<file path="src/rtl/hat_pkg.sv">
package hat_pkg;

  // table geometry
  localparam int HANDLE_COUNT = 32;
  localparam int IDX_W        = (HANDLE_COUNT > 2) ? $clog2(HANDLE_COUNT) : 1;
  localparam int CNT_W        = $clog2(HANDLE_COUNT + 1);

  // field widths
  localparam int OP_W     = 2;
  localparam int HANDLE_W = 5;
  localparam int TAG_W    = 32;
  localparam int TIME_W   = 32;
  localparam int STATUS_W = 3;
  localparam int CMP_W    = ((IDX_W > HANDLE_W) ? IDX_W : HANDLE_W) + 1;

  // configuration registers
  localparam int                    CFG_ADDR_W  = 3;
  localparam logic                  REG_TIMEOUT = 1'b0;
  localparam logic [TIME_W-1:0]     TIMEOUT_RST = 32'd30000;

  typedef enum logic [OP_W-1:0] {
    OP_ALLOC  = 2'd0,
    OP_FREE   = 2'd1,
    OP_LOOKUP = 2'd2,
    OP_SWEEP  = 2'd3
  } op_t;

  typedef enum logic [STATUS_W-1:0] {
    ST_ALLOCATED = 3'd0,
    ST_EXHAUSTED = 3'd1,
    ST_FREED     = 3'd2,
    ST_IGNORED   = 3'd3,
    ST_FOUND     = 3'd4,
    ST_NOT_FOUND = 3'd5,
    ST_EXPIRED   = 3'd6,
    ST_NONE      = 3'd7
  } status_t;

  typedef enum logic [1:0] {
    S_IDLE  = 2'd0,
    S_READ  = 2'd1,
    S_EXEC  = 2'd2,
    S_FLUSH = 2'd3
  } state_t;

  // free list command
  typedef struct packed {
    logic             push;
    logic             pop;
    logic [IDX_W-1:0] push_idx;
  } fifo_cmd_t;

  // entry store write
  typedef struct packed {
    logic              we;
    logic [IDX_W-1:0]  addr;
    logic [TAG_W-1:0]  tag;
    logic [TIME_W-1:0] stamp;
  } ent_wr_t;

  // top index and everything above it are not handles
  function automatic logic hnd_valid(input logic [HANDLE_W-1:0] h);
    return CMP_W'(h) < CMP_W'(HANDLE_COUNT - 1);
  endfunction

endpackage

</file>
<file path="src/rtl/handle_allocator_with_timeout_unit.sv">
// channel   direction  transaction contents
// in_*      slave      tuser opcode; tdata handle, msg_tag, now
// out_*     master     tuser status; tdata out_handle, out_tag; tlast last
// cfg_*     apb        register 0 timeout_ticks at byte address 0
//
// allocate, free and lookup pass through accept, entry memory read and execute
// sweep does one registered memory read and one age compare per entry,
// each entry through the same read port and compare unit
// rst_n is synchronous; it clears the free list, occupancy and fresh counter
// a full output register holds the sequencer, when it has a result to hand over, until out_tready
module handle_allocator_with_timeout_unit (
  input  logic        clk,
  input  logic        rst_n,
  // input stream
  input  logic        in_tvalid,
  output logic        in_tready,
  input  logic [71:0] in_tdata,   // handle[4:0], msg_tag[36:5], now[68:37], zero pad
  input  logic [1:0]  in_tuser,   // opcode[1:0]
  // result stream
  output logic        out_tvalid,
  input  logic        out_tready,
  output logic [39:0] out_tdata,  // out_handle[4:0], out_tag[36:5], zero pad
  output logic [2:0]  out_tuser,  // status[2:0]
  output logic        out_tlast,
  // configuration
  input  logic        cfg_psel,
  input  logic        cfg_penable,
  input  logic        cfg_pwrite,
  input  logic [hat_pkg::CFG_ADDR_W-1:0] cfg_paddr,
  input  logic [31:0] cfg_pwdata,
  output logic [31:0] cfg_prdata,
  output logic        cfg_pready
);
  import hat_pkg::*;

  logic [TIME_W-1:0]   timeout_r;
  ent_wr_t             ent_wr;
  logic [IDX_W-1:0]    ent_rd_addr;
  logic [TAG_W-1:0]    ent_rd_tag;
  logic [TIME_W-1:0]   ent_rd_stamp;
  fifo_cmd_t           fifo_cmd;
  logic [IDX_W-1:0]    fifo_head;
  logic                fifo_not_empty;
  status_t             res_status;
  logic [HANDLE_W-1:0] res_handle;
  logic [TAG_W-1:0]    res_tag;
  logic                cfg_wr;

  // register write on the access cycle
  assign cfg_pready = 1'b1;
  assign cfg_wr     = cfg_psel && cfg_penable && cfg_pwrite && cfg_pready;

  always_ff @(posedge clk) begin
    if (!rst_n) begin
      timeout_r <= TIMEOUT_RST;
    end else if (cfg_wr && (cfg_paddr[2] == REG_TIMEOUT)) begin
      timeout_r <= cfg_pwdata;
    end
  end

  assign cfg_prdata = (cfg_paddr[2] == REG_TIMEOUT) ? timeout_r : '0;

  hat_entry_mem u_entry_mem (
    .clk      (clk),
    .wr       (ent_wr),
    .rd_addr  (ent_rd_addr),
    .rd_tag   (ent_rd_tag),
    .rd_stamp (ent_rd_stamp)
  );

  hat_free_fifo u_free_fifo (
    .clk       (clk),
    .rst_n     (rst_n),
    .cmd       (fifo_cmd),
    .head_idx  (fifo_head),
    .not_empty (fifo_not_empty)
  );

  hat_seq u_seq (
    .clk            (clk),
    .rst_n          (rst_n),
    .in_valid       (in_tvalid),
    .in_ready       (in_tready),
    .in_op          (op_t'(in_tuser)),
    .in_handle      (in_tdata[4:0]),
    .in_tag         (in_tdata[36:5]),
    .in_now         (in_tdata[68:37]),
    .timeout        (timeout_r),
    .ent_wr         (ent_wr),
    .ent_rd_addr    (ent_rd_addr),
    .ent_rd_tag     (ent_rd_tag),
    .ent_rd_stamp   (ent_rd_stamp),
    .fifo_cmd       (fifo_cmd),
    .fifo_head      (fifo_head),
    .fifo_not_empty (fifo_not_empty),
    .out_valid      (out_tvalid),
    .out_ready      (out_tready),
    .out_status     (res_status),
    .out_handle     (res_handle),
    .out_tag        (res_tag),
    .out_last       (out_tlast)
  );

  // result packing
  assign out_tdata = {3'b000, res_tag, res_handle};
  assign out_tuser = res_status;

endmodule

</file>
<file path="src/rtl/hat_entry_mem.sv">
module hat_entry_mem (
  input  logic                    clk,
  input  hat_pkg::ent_wr_t        wr,
  input  logic [hat_pkg::IDX_W-1:0]  rd_addr,
  output logic [hat_pkg::TAG_W-1:0]  rd_tag,
  output logic [hat_pkg::TIME_W-1:0] rd_stamp
);
  import hat_pkg::*;

  logic [TAG_W-1:0]  tag_mem   [HANDLE_COUNT];
  logic [TIME_W-1:0] stamp_mem [HANDLE_COUNT];
  logic [TAG_W-1:0]  rd_tag_r;
  logic [TIME_W-1:0] rd_stamp_r;

  // single write port
  always_ff @(posedge clk) begin
    if (wr.we) begin
      tag_mem[wr.addr]   <= wr.tag;
      stamp_mem[wr.addr] <= wr.stamp;
    end
  end

  // registered read
  always_ff @(posedge clk) begin
    rd_tag_r   <= tag_mem[rd_addr];
    rd_stamp_r <= stamp_mem[rd_addr];
  end

  assign rd_tag   = rd_tag_r;
  assign rd_stamp = rd_stamp_r;

endmodule

</file>
<file path="src/rtl/hat_free_fifo.sv">
module hat_free_fifo (
  input  logic                      clk,
  input  logic                      rst_n,
  input  hat_pkg::fifo_cmd_t        cmd,
  output logic [hat_pkg::IDX_W-1:0] head_idx,
  output logic                      not_empty
);
  import hat_pkg::*;

  logic [IDX_W-1:0] fifo_mem [HANDLE_COUNT];
  logic [IDX_W-1:0] head_r, head_nxt;
  logic [IDX_W-1:0] tail_r, tail_nxt;
  logic [CNT_W-1:0] count_r, count_nxt;
  logic [IDX_W-1:0] head_data_r;
  logic             do_push;
  logic             do_pop;

  assign do_push = cmd.push && (count_r != CNT_W'(HANDLE_COUNT));
  assign do_pop  = cmd.pop && (count_r != '0);

  // pointer wrap at the table size
  always_comb begin
    head_nxt  = head_r;
    tail_nxt  = tail_r;
    count_nxt = count_r;
    if (do_push) begin
      tail_nxt  = (tail_r == IDX_W'(HANDLE_COUNT - 1)) ? '0 : tail_r + 1'b1;
      count_nxt = count_nxt + 1'b1;
    end
    if (do_pop) begin
      head_nxt  = (head_r == IDX_W'(HANDLE_COUNT - 1)) ? '0 : head_r + 1'b1;
      count_nxt = count_nxt - 1'b1;
    end
  end

  always_ff @(posedge clk) begin
    if (!rst_n) begin
      head_r  <= '0;
      tail_r  <= '0;
      count_r <= '0;
    end else begin
      head_r  <= head_nxt;
      tail_r  <= tail_nxt;
      count_r <= count_nxt;
    end
  end

  // storage, head entry read every cycle
  always_ff @(posedge clk) begin
    if (do_push) begin
      fifo_mem[tail_r] <= cmd.push_idx;
    end
    head_data_r <= fifo_mem[head_r];
  end

  assign head_idx  = head_data_r;
  assign not_empty = (count_r != '0);

endmodule

</file>
<file path="src/rtl/hat_seq.sv">
module hat_seq (
  input  logic                         clk,
  input  logic                         rst_n,
  // request
  input  logic                         in_valid,
  output logic                         in_ready,
  input  hat_pkg::op_t                 in_op,
  input  logic [hat_pkg::HANDLE_W-1:0] in_handle,
  input  logic [hat_pkg::TAG_W-1:0]    in_tag,
  input  logic [hat_pkg::TIME_W-1:0]   in_now,
  input  logic [hat_pkg::TIME_W-1:0]   timeout,
  // entry store
  output hat_pkg::ent_wr_t             ent_wr,
  output logic [hat_pkg::IDX_W-1:0]    ent_rd_addr,
  input  logic [hat_pkg::TAG_W-1:0]    ent_rd_tag,
  input  logic [hat_pkg::TIME_W-1:0]   ent_rd_stamp,
  // free list
  output hat_pkg::fifo_cmd_t           fifo_cmd,
  input  logic [hat_pkg::IDX_W-1:0]    fifo_head,
  input  logic                         fifo_not_empty,
  // result
  output logic                         out_valid,
  input  logic                         out_ready,
  output hat_pkg::status_t             out_status,
  output logic [hat_pkg::HANDLE_W-1:0] out_handle,
  output logic [hat_pkg::TAG_W-1:0]    out_tag,
  output logic                         out_last
);
  import hat_pkg::*;

  state_t             state_r, state_nxt;
  op_t                op_r;
  logic [HANDLE_W-1:0] hnd_r;
  logic [TAG_W-1:0]   tag_r;
  logic [TIME_W-1:0]  now_r;
  logic [IDX_W-1:0]   scan_r, scan_nxt;
  logic [IDX_W-1:0]   fresh_r, fresh_nxt;
  logic [HANDLE_COUNT-1:0] occ_r, occ_nxt;
  logic               pend_valid_r, pend_valid_nxt;
  logic [IDX_W-1:0]   pend_idx_r, pend_idx_nxt;
  logic [TAG_W-1:0]   pend_tag_r, pend_tag_nxt;
  logic               out_valid_r;
  status_t            out_status_r;
  logic [HANDLE_W-1:0] out_handle_r;
  logic [TAG_W-1:0]   out_tag_r;
  logic               out_last_r;

  logic               accept;
  logic               slot_free;
  logic               h_ok;
  logic [IDX_W-1:0]   hidx;
  logic               expired;
  logic               hit;
  logic               fresh_avail;
  logic               need_emit;
  logic               go;
  logic               scan_done;
  logic               emit;
  status_t            emit_status;
  logic [HANDLE_W-1:0] emit_handle;
  logic [TAG_W-1:0]   emit_tag;
  logic               emit_last;

  assign accept    = in_valid && in_ready;
  assign slot_free = !out_valid_r || out_ready;
  assign h_ok      = hnd_valid(hnd_r);
  assign hidx      = h_ok ? IDX_W'(hnd_r) : '0;

  // shared age compare, modular difference against the timeout
  assign expired     = (now_r - ent_rd_stamp) > timeout;
  assign hit         = occ_r[scan_r] && expired;
  assign fresh_avail = fresh_r < IDX_W'(HANDLE_COUNT - 1);
  assign scan_done   = (scan_r == IDX_W'(HANDLE_COUNT - 2));
  assign ent_rd_addr = (op_r == OP_SWEEP) ? scan_r : hidx;

  // exec waits for the output slot only when it has a result to hand over
  always_comb begin
    need_emit = 1'b0;
    case (state_r)
      S_EXEC:  need_emit = (op_r != OP_SWEEP) || (hit && pend_valid_r);
      S_FLUSH: need_emit = 1'b1;
      default: need_emit = 1'b0;
    endcase
  end
  assign go = slot_free || !need_emit;

  // next state
  always_comb begin
    state_nxt = state_r;
    case (state_r)
      S_IDLE:  if (accept) state_nxt = S_READ;
      S_READ:  state_nxt = S_EXEC;
      S_EXEC: begin
        if (go) begin
          if (op_r != OP_SWEEP) state_nxt = S_IDLE;
          else if (scan_done)   state_nxt = S_FLUSH;
          else                  state_nxt = S_READ;
        end
      end
      S_FLUSH: if (go) state_nxt = S_IDLE;
      default: state_nxt = S_IDLE;
    endcase
  end

  // actions and result selection
  always_comb begin
    scan_nxt       = scan_r;
    fresh_nxt      = fresh_r;
    occ_nxt        = occ_r;
    pend_valid_nxt = pend_valid_r;
    pend_idx_nxt   = pend_idx_r;
    pend_tag_nxt   = pend_tag_r;
    ent_wr         = '0;
    fifo_cmd       = '0;
    emit           = 1'b0;
    emit_status    = ST_NONE;
    emit_handle    = '0;
    emit_tag       = '0;
    emit_last      = 1'b0;
    case (state_r)
      S_IDLE: begin
        if (accept) begin
          scan_nxt       = '0;
          pend_valid_nxt = 1'b0;
        end
      end
      S_EXEC: begin
        if (go) begin
          case (op_r)
            OP_ALLOC: begin
              emit = 1'b1;
              if (fresh_avail || fifo_not_empty) begin
                ent_wr.we    = 1'b1;
                ent_wr.addr  = fresh_avail ? fresh_r : fifo_head;
                ent_wr.tag   = tag_r;
                ent_wr.stamp = now_r;
                occ_nxt[ent_wr.addr] = 1'b1;
                if (fresh_avail) fresh_nxt = fresh_r + 1'b1;
                else             fifo_cmd.pop = 1'b1;
                emit_status = ST_ALLOCATED;
                emit_handle = HANDLE_W'(ent_wr.addr);
              end else begin
                emit_status = ST_EXHAUSTED;
              end
            end
            OP_FREE: begin
              emit        = 1'b1;
              emit_handle = hnd_r;
              if (h_ok && occ_r[hidx]) begin
                occ_nxt[hidx]     = 1'b0;
                fifo_cmd.push     = 1'b1;
                fifo_cmd.push_idx = hidx;
                emit_status       = ST_FREED;
              end else begin
                emit_status = ST_IGNORED;
              end
            end
            OP_LOOKUP: begin
              emit        = 1'b1;
              emit_handle = hnd_r;
              if (h_ok && occ_r[hidx] && !expired) begin
                emit_status = ST_FOUND;
                emit_tag    = ent_rd_tag;
              end else begin
                emit_status = ST_NOT_FOUND;
              end
            end
            default: begin
              // sweep: hold one hit back so the final one can carry last
              if (hit) begin
                if (pend_valid_r) begin
                  emit        = 1'b1;
                  emit_status = ST_EXPIRED;
                  emit_handle = HANDLE_W'(pend_idx_r);
                  emit_tag    = pend_tag_r;
                end
                pend_valid_nxt    = 1'b1;
                pend_idx_nxt      = scan_r;
                pend_tag_nxt      = ent_rd_tag;
                occ_nxt[scan_r]   = 1'b0;
                fifo_cmd.push     = 1'b1;
                fifo_cmd.push_idx = scan_r;
              end
              if (!scan_done) scan_nxt = scan_r + 1'b1;
            end
          endcase
        end
      end
      S_FLUSH: begin
        if (go) begin
          emit      = 1'b1;
          emit_last = 1'b1;
          if (pend_valid_r) begin
            emit_status = ST_EXPIRED;
            emit_handle = HANDLE_W'(pend_idx_r);
            emit_tag    = pend_tag_r;
          end
          pend_valid_nxt = 1'b0;
        end
      end
      default: ;
    endcase
  end

  // control registers
  always_ff @(posedge clk) begin
    if (!rst_n) begin
      state_r      <= S_IDLE;
      fresh_r      <= '0;
      occ_r        <= '0;
      pend_valid_r <= 1'b0;
      out_valid_r  <= 1'b0;
      scan_r       <= '0;
    end else begin
      state_r      <= state_nxt;
      fresh_r      <= fresh_nxt;
      occ_r        <= occ_nxt;
      pend_valid_r <= pend_valid_nxt;
      scan_r       <= scan_nxt;
      if (emit)           out_valid_r <= 1'b1;
      else if (out_ready) out_valid_r <= 1'b0;
    end
  end

  // transaction fields and held results
  always_ff @(posedge clk) begin
    if (accept) begin
      op_r  <= in_op;
      hnd_r <= in_handle;
      tag_r <= in_tag;
      now_r <= in_now;
    end
    pend_idx_r <= pend_idx_nxt;
    pend_tag_r <= pend_tag_nxt;
    if (emit) begin
      out_status_r <= emit_status;
      out_handle_r <= emit_handle;
      out_tag_r    <= emit_tag;
      out_last_r   <= emit_last;
    end
  end

  assign in_ready   = (state_r == S_IDLE);
  assign out_valid  = out_valid_r;
  assign out_status = out_status_r;
  assign out_handle = out_handle_r;
  assign out_tag    = out_tag_r;
  assign out_last   = out_last_r;

endmodule
</file>
<file path="config.mk">
export PLATFORM = sky130hd
export DESIGN_NAME = handle_allocator_with_timeout_unit
export DESIGN_NICKNAME = d
export VERILOG_FILES = /design/src/rtl/hat_pkg.sv /design/src/rtl/handle_allocator_with_timeout_unit.sv /design/src/rtl/hat_entry_mem.sv /design/src/rtl/hat_free_fifo.sv /design/src/rtl/hat_seq.sv
export SDC_FILE = /design/constraint.sdc
export NUM_CORES = 2
export LEC_CHECK = 0
export ABC_AREA = 1
export BUFFER_PORTS_ARGS = -buffer_cell sky130_fd_sc_hd__buf_4
export CORE_ASPECT_RATIO = 1.2
export CORE_MARGIN = 4
export CORE_UTILIZATION = 57
export DETAILED_ROUTE_END_ITERATION = 10
export HOLD_SLACK_MARGIN = 0.08
export PLACE_DENSITY_LB_ADDON = 0.08
export SKIP_CTS_REPAIR_TIMING = 1
export SYNTH_ARGS = -nofsm -noshare
export SYNTH_HDL_FRONTEND = slang
export SYNTH_SLANG_ARGS = --single-unit
</file>
<file path="constraint.sdc">
create_clock -name clk -period 12.75 [get_ports clk]
set_input_delay 1.275 -clock clk [delete_from_list [all_inputs] [get_ports clk]]
set_output_delay 1.275 -clock clk [all_outputs]
set_load 0.05 [all_outputs]
</file>
==> impl_results.md <==
* Status: complete, no violations
* Internal Power at 14230 uW
* Nets at ~8.5k
* Max Freq at roughly 110 MHz
* Worst Reg-to-Reg Cells at 30
* Number of H-tree levels at 4
* Reg-to-reg endpoint: u_entry_mem.tag_mem[19][25]
* GRT Overall Usage at 0.3127
* CP startpoint: u_seq.now_r[0]
* Critical Path Max Stage Delay at 0.79 ns
* Crit path DAT at just over 9 ns
* Clk_lat worst skew at ~0.90 ns
* Met1 Use GR at 0.4291
* Gate power share at 0.196
* Mapped Cells at between 8k and 9k
* Worst Setup Start Kind: flip-flop
* Seq cells post-synth at about 2.5k
* Initial DRC count at roughly 8k
* Inserted Clock Buffers at 236
* Post-DP HPWL at between 150 and 200 mm
* Hold Slack at 0.4318 ns
* I/O pins at between 150 and 200
* Tcrit/Tclk final at 0.6855
* Met2 Usage GRT at 0.4983
* Placed instance area at around 110000 um^2
* Worst clock skew at around 0.06 ns
* PwrDens at roughly 180 nW/um^2
* Via/cell ratio at about 6.3
* FF-to-FF setup slack at between 4 and 5 ns
* Final Hold Vio Count at 0
* Vias at between 60k and 70k
* Tightest Pin Transition at between 1 and 1.5 ns
* Async SR Flop Fraction at 0
* Design Area, Final at roughly 110000 um^2
* Gr busiest metal: met2
* Critical-path maximum fanout at 42
* Min cycle time layout at between 8 and 9 ns
* Residual DRC at 0
* Vias in the first global route at 64.87k
* Die H at 470.1 um
* Max cap viols at 0
* Ys flop type: edfxtp_1
* Most frequent cells after synthesis: edfxtp_1, nor2_1, o21ai_0
* Yosys warns at 0
* # setup viols final at 0
* Die area at between 150000 and 200000 um^2
* Number of flops mapped to enable cells by yosys at approximately 2.4k
* Setup TNS Final at 0 ns
* WL final at 293.5 mm
* Largest net degree at the start of global routing at 223
* Synth top area cells: edfxtp_1, o21ai_0, nor2_1
* CP Capture Point: u_entry_mem.tag_mem[19][25]
* Clk slew on worst S/H paths at 0.06 ns
* Maximum vdd drop at about 170 uV
* TritonCTS clock tree: built
* Switching Fraction at 0.2988
* Synth top area share at 0.6979
* CP dominant cell by count: buf_4
* Post-route ant nets at 0
* Max_slew headroom at 0.1563
* R2r startpoint: u_seq.now_r[0]
* Global-route wire length before repair at ~430 mm
* Post-synth top area cell: edfxtp_1
* Maximum root-to-sink buffer count at 3
* Cell with the most instances after synthesis: edfxtp_1
* Synth-to-Final Area Change at 11.65%
* Syn avg cell area at roughly 12 um^2
* Post-synthesis cell area at just over 100000 um^2
* LEAKAGE at around 0.037 uW
* Crit path max-delay cell type: buf_4
* # fillers at ~13k
* Clock power share at 0.347
* Gp weighted congestion at between 0.9 and 1
* Clk sinks at 2520
* RSZ-0062 raised after global routing: no
* Seq pwr share at 0.457
* Initial Utilization at 0.5737
* Wire length per cell at roughly 27 um
* Worst Hold Class: reg -> reg
* Antenna violations before repair at 15
* Root Buffer: clkbuf_16
* Net Sw Power at between 6000 and 7000 uW
* CP required at 13.26 ns
* Met3 GRT Util at 0.06269
* GR Overflow Total at 0
* Layout cells sized above 1 at 0.09829
* PortBufs at approximately 190
* # rows at about 170
* Critical path type: reg -> reg
* Post-synthesis cell type count at 61
* DR pass1 iterations at 6
* Sequential-to-total area share from yosys stat at 0.7301
* Core Box Area at between 150000 and 200000 um^2
* Worst setup EP type: flip-flop
* Final Max Tran Viols at 0
* Die width at approximately 390 um
per-layer routing:
metal / wire length [um] / part of all wire
met1: 114800 / 0.39
met2: 139000 / 0.47
met3: 28210 / 0.096
met4: 11490 / 0.039
met5: 69 / 0.00024
through the flow:
step	power (uW)	setup slack, ns	util	cells
4_1_cts	20310	4.033	0.6404	10840
5_1_grt	21110	3.752	0.6405	10850
2_1_floorplan	11960	1.874	-	8239
6_report	20290	4.010	0.6406	10850
3_5_place_dp	13360	4.022	0.5965	10400
3_3_place_gp	13310	4.114	0.5965	10400
sequential cells by signal, indices dropped and copies added, names as in the netlist, 32 cells and up:
name                   count
u_entry_mem.rd_tag        32
u_seq.tag_r               32
u_seq.out_tag             32
u_seq.occ_r               32
u_entry_mem.tag_mem     1024
u_seq.pend_tag_r          32
u_entry_mem.rd_stamp      32
u_seq.now_r               32
u_free_fifo.fifo_mem     160
u_entry_mem.stamp_mem   1024
timeout_r                 32
worst min path at each step:
stage / endpoint / slack (ns) / cells past startpoint / start
final: u_seq.pend_tag_r[11] / 0.43 / 0 / u_entry_mem.rd_tag[11]
after global routing: u_seq.pend_tag_r[24] / 0.45 / 0 / u_entry_mem.rd_tag[24]
after CTS: u_seq.pend_tag_r[11] / 0.43 / 0 / u_entry_mem.rd_tag[11]
after detailed placement: u_seq.pend_tag_r[2] / 0.42 / 0 / u_entry_mem.rd_tag[2]
after global placement: u_seq.pend_tag_r[23] / 0.42 / 0 / u_entry_mem.rd_tag[23]
after floorplan: u_seq.pend_tag_r[14] / 0.41 / 0 / u_entry_mem.rd_tag[14]
power by group through the flow:
stage / Combinational, uW / Sequential [uW] / Clock, uW
after global routing: 4340 / 9290 / 7480
after global placement: 3870 / 9450 / 0
after CTS: 3930 / 9280 / 7110
after detailed placement: 3910 / 9450 / 0
final: 3970 / 9280 / 7040
after floorplan: 2510 / 9450 / 0
critical path: cells and delay by family, from the launching register on:
kind / cells / cell delay, ns
AO/OA/AOI/OAI: 7 / 1.95
adder cells (fa/ha/maj): 3 / 0.90
buffers and inverters: 6 / 2.31
XOR/XNOR: 1 / 0.15
flip-flops: 1 / 0.37
AND/OR/NAND/NOR: 13 / 2.50
cell families after synthesis:
family / Yosys count / share of synthesized area
AND/OR/NAND/NOR: 2343 / 0.09135
buffers and inverters: 852 / 0.03340
flip-flops: 2520 / 0.7301
adder cells (fa/ha/maj): 83 / 0.01031
other: 2 / 0.00007405
AO/OA/AOI/OAI: 2403 / 0.1319
XOR/XNOR: 34 / 0.002936
final cells by class:
class	count	area, um^2	area share
timing repair buffer	390	3003	0.02652
multi-input combinational	4867	24280	0.2145
inverter	318	1236	0.01092
antenna	8	20.02	0.0001768
sequential	2520	74040	0.6539
clock inverter	158	1513	0.01336
tap	2308	2888	0.02550
clock buffer	283	6247	0.05517
cell usage in the layout (no fill, tap or decap), types with 9 or more instances in the layout:
master,n
clkinv_2,57
a21oi_1,130
inv_1,296
a211oi_1,9
o221ai_1,44
clkinvlp_4,9
dfxtp_1,162
xnor2_1,12
nor2_1,1587
o22ai_1,641
o21ai_1,13
nor2_4,19
o21ai_0,1430
nand3_1,120
nor3_1,42
a221oi_1,13
clkbuf_16,240
bufinv_16,23
a31oi_1,30
o211ai_1,30
ha_1,82
clkinv_1,57
buf_4,384
xor2_1,22
inv_2,12
nand4_1,23
clkbuf_1,35
nand2_1,498
nor3_2,16
o311ai_0,12
edfxtp_1,2357
nor2_2,12
(Power assumes the default switching activity.)
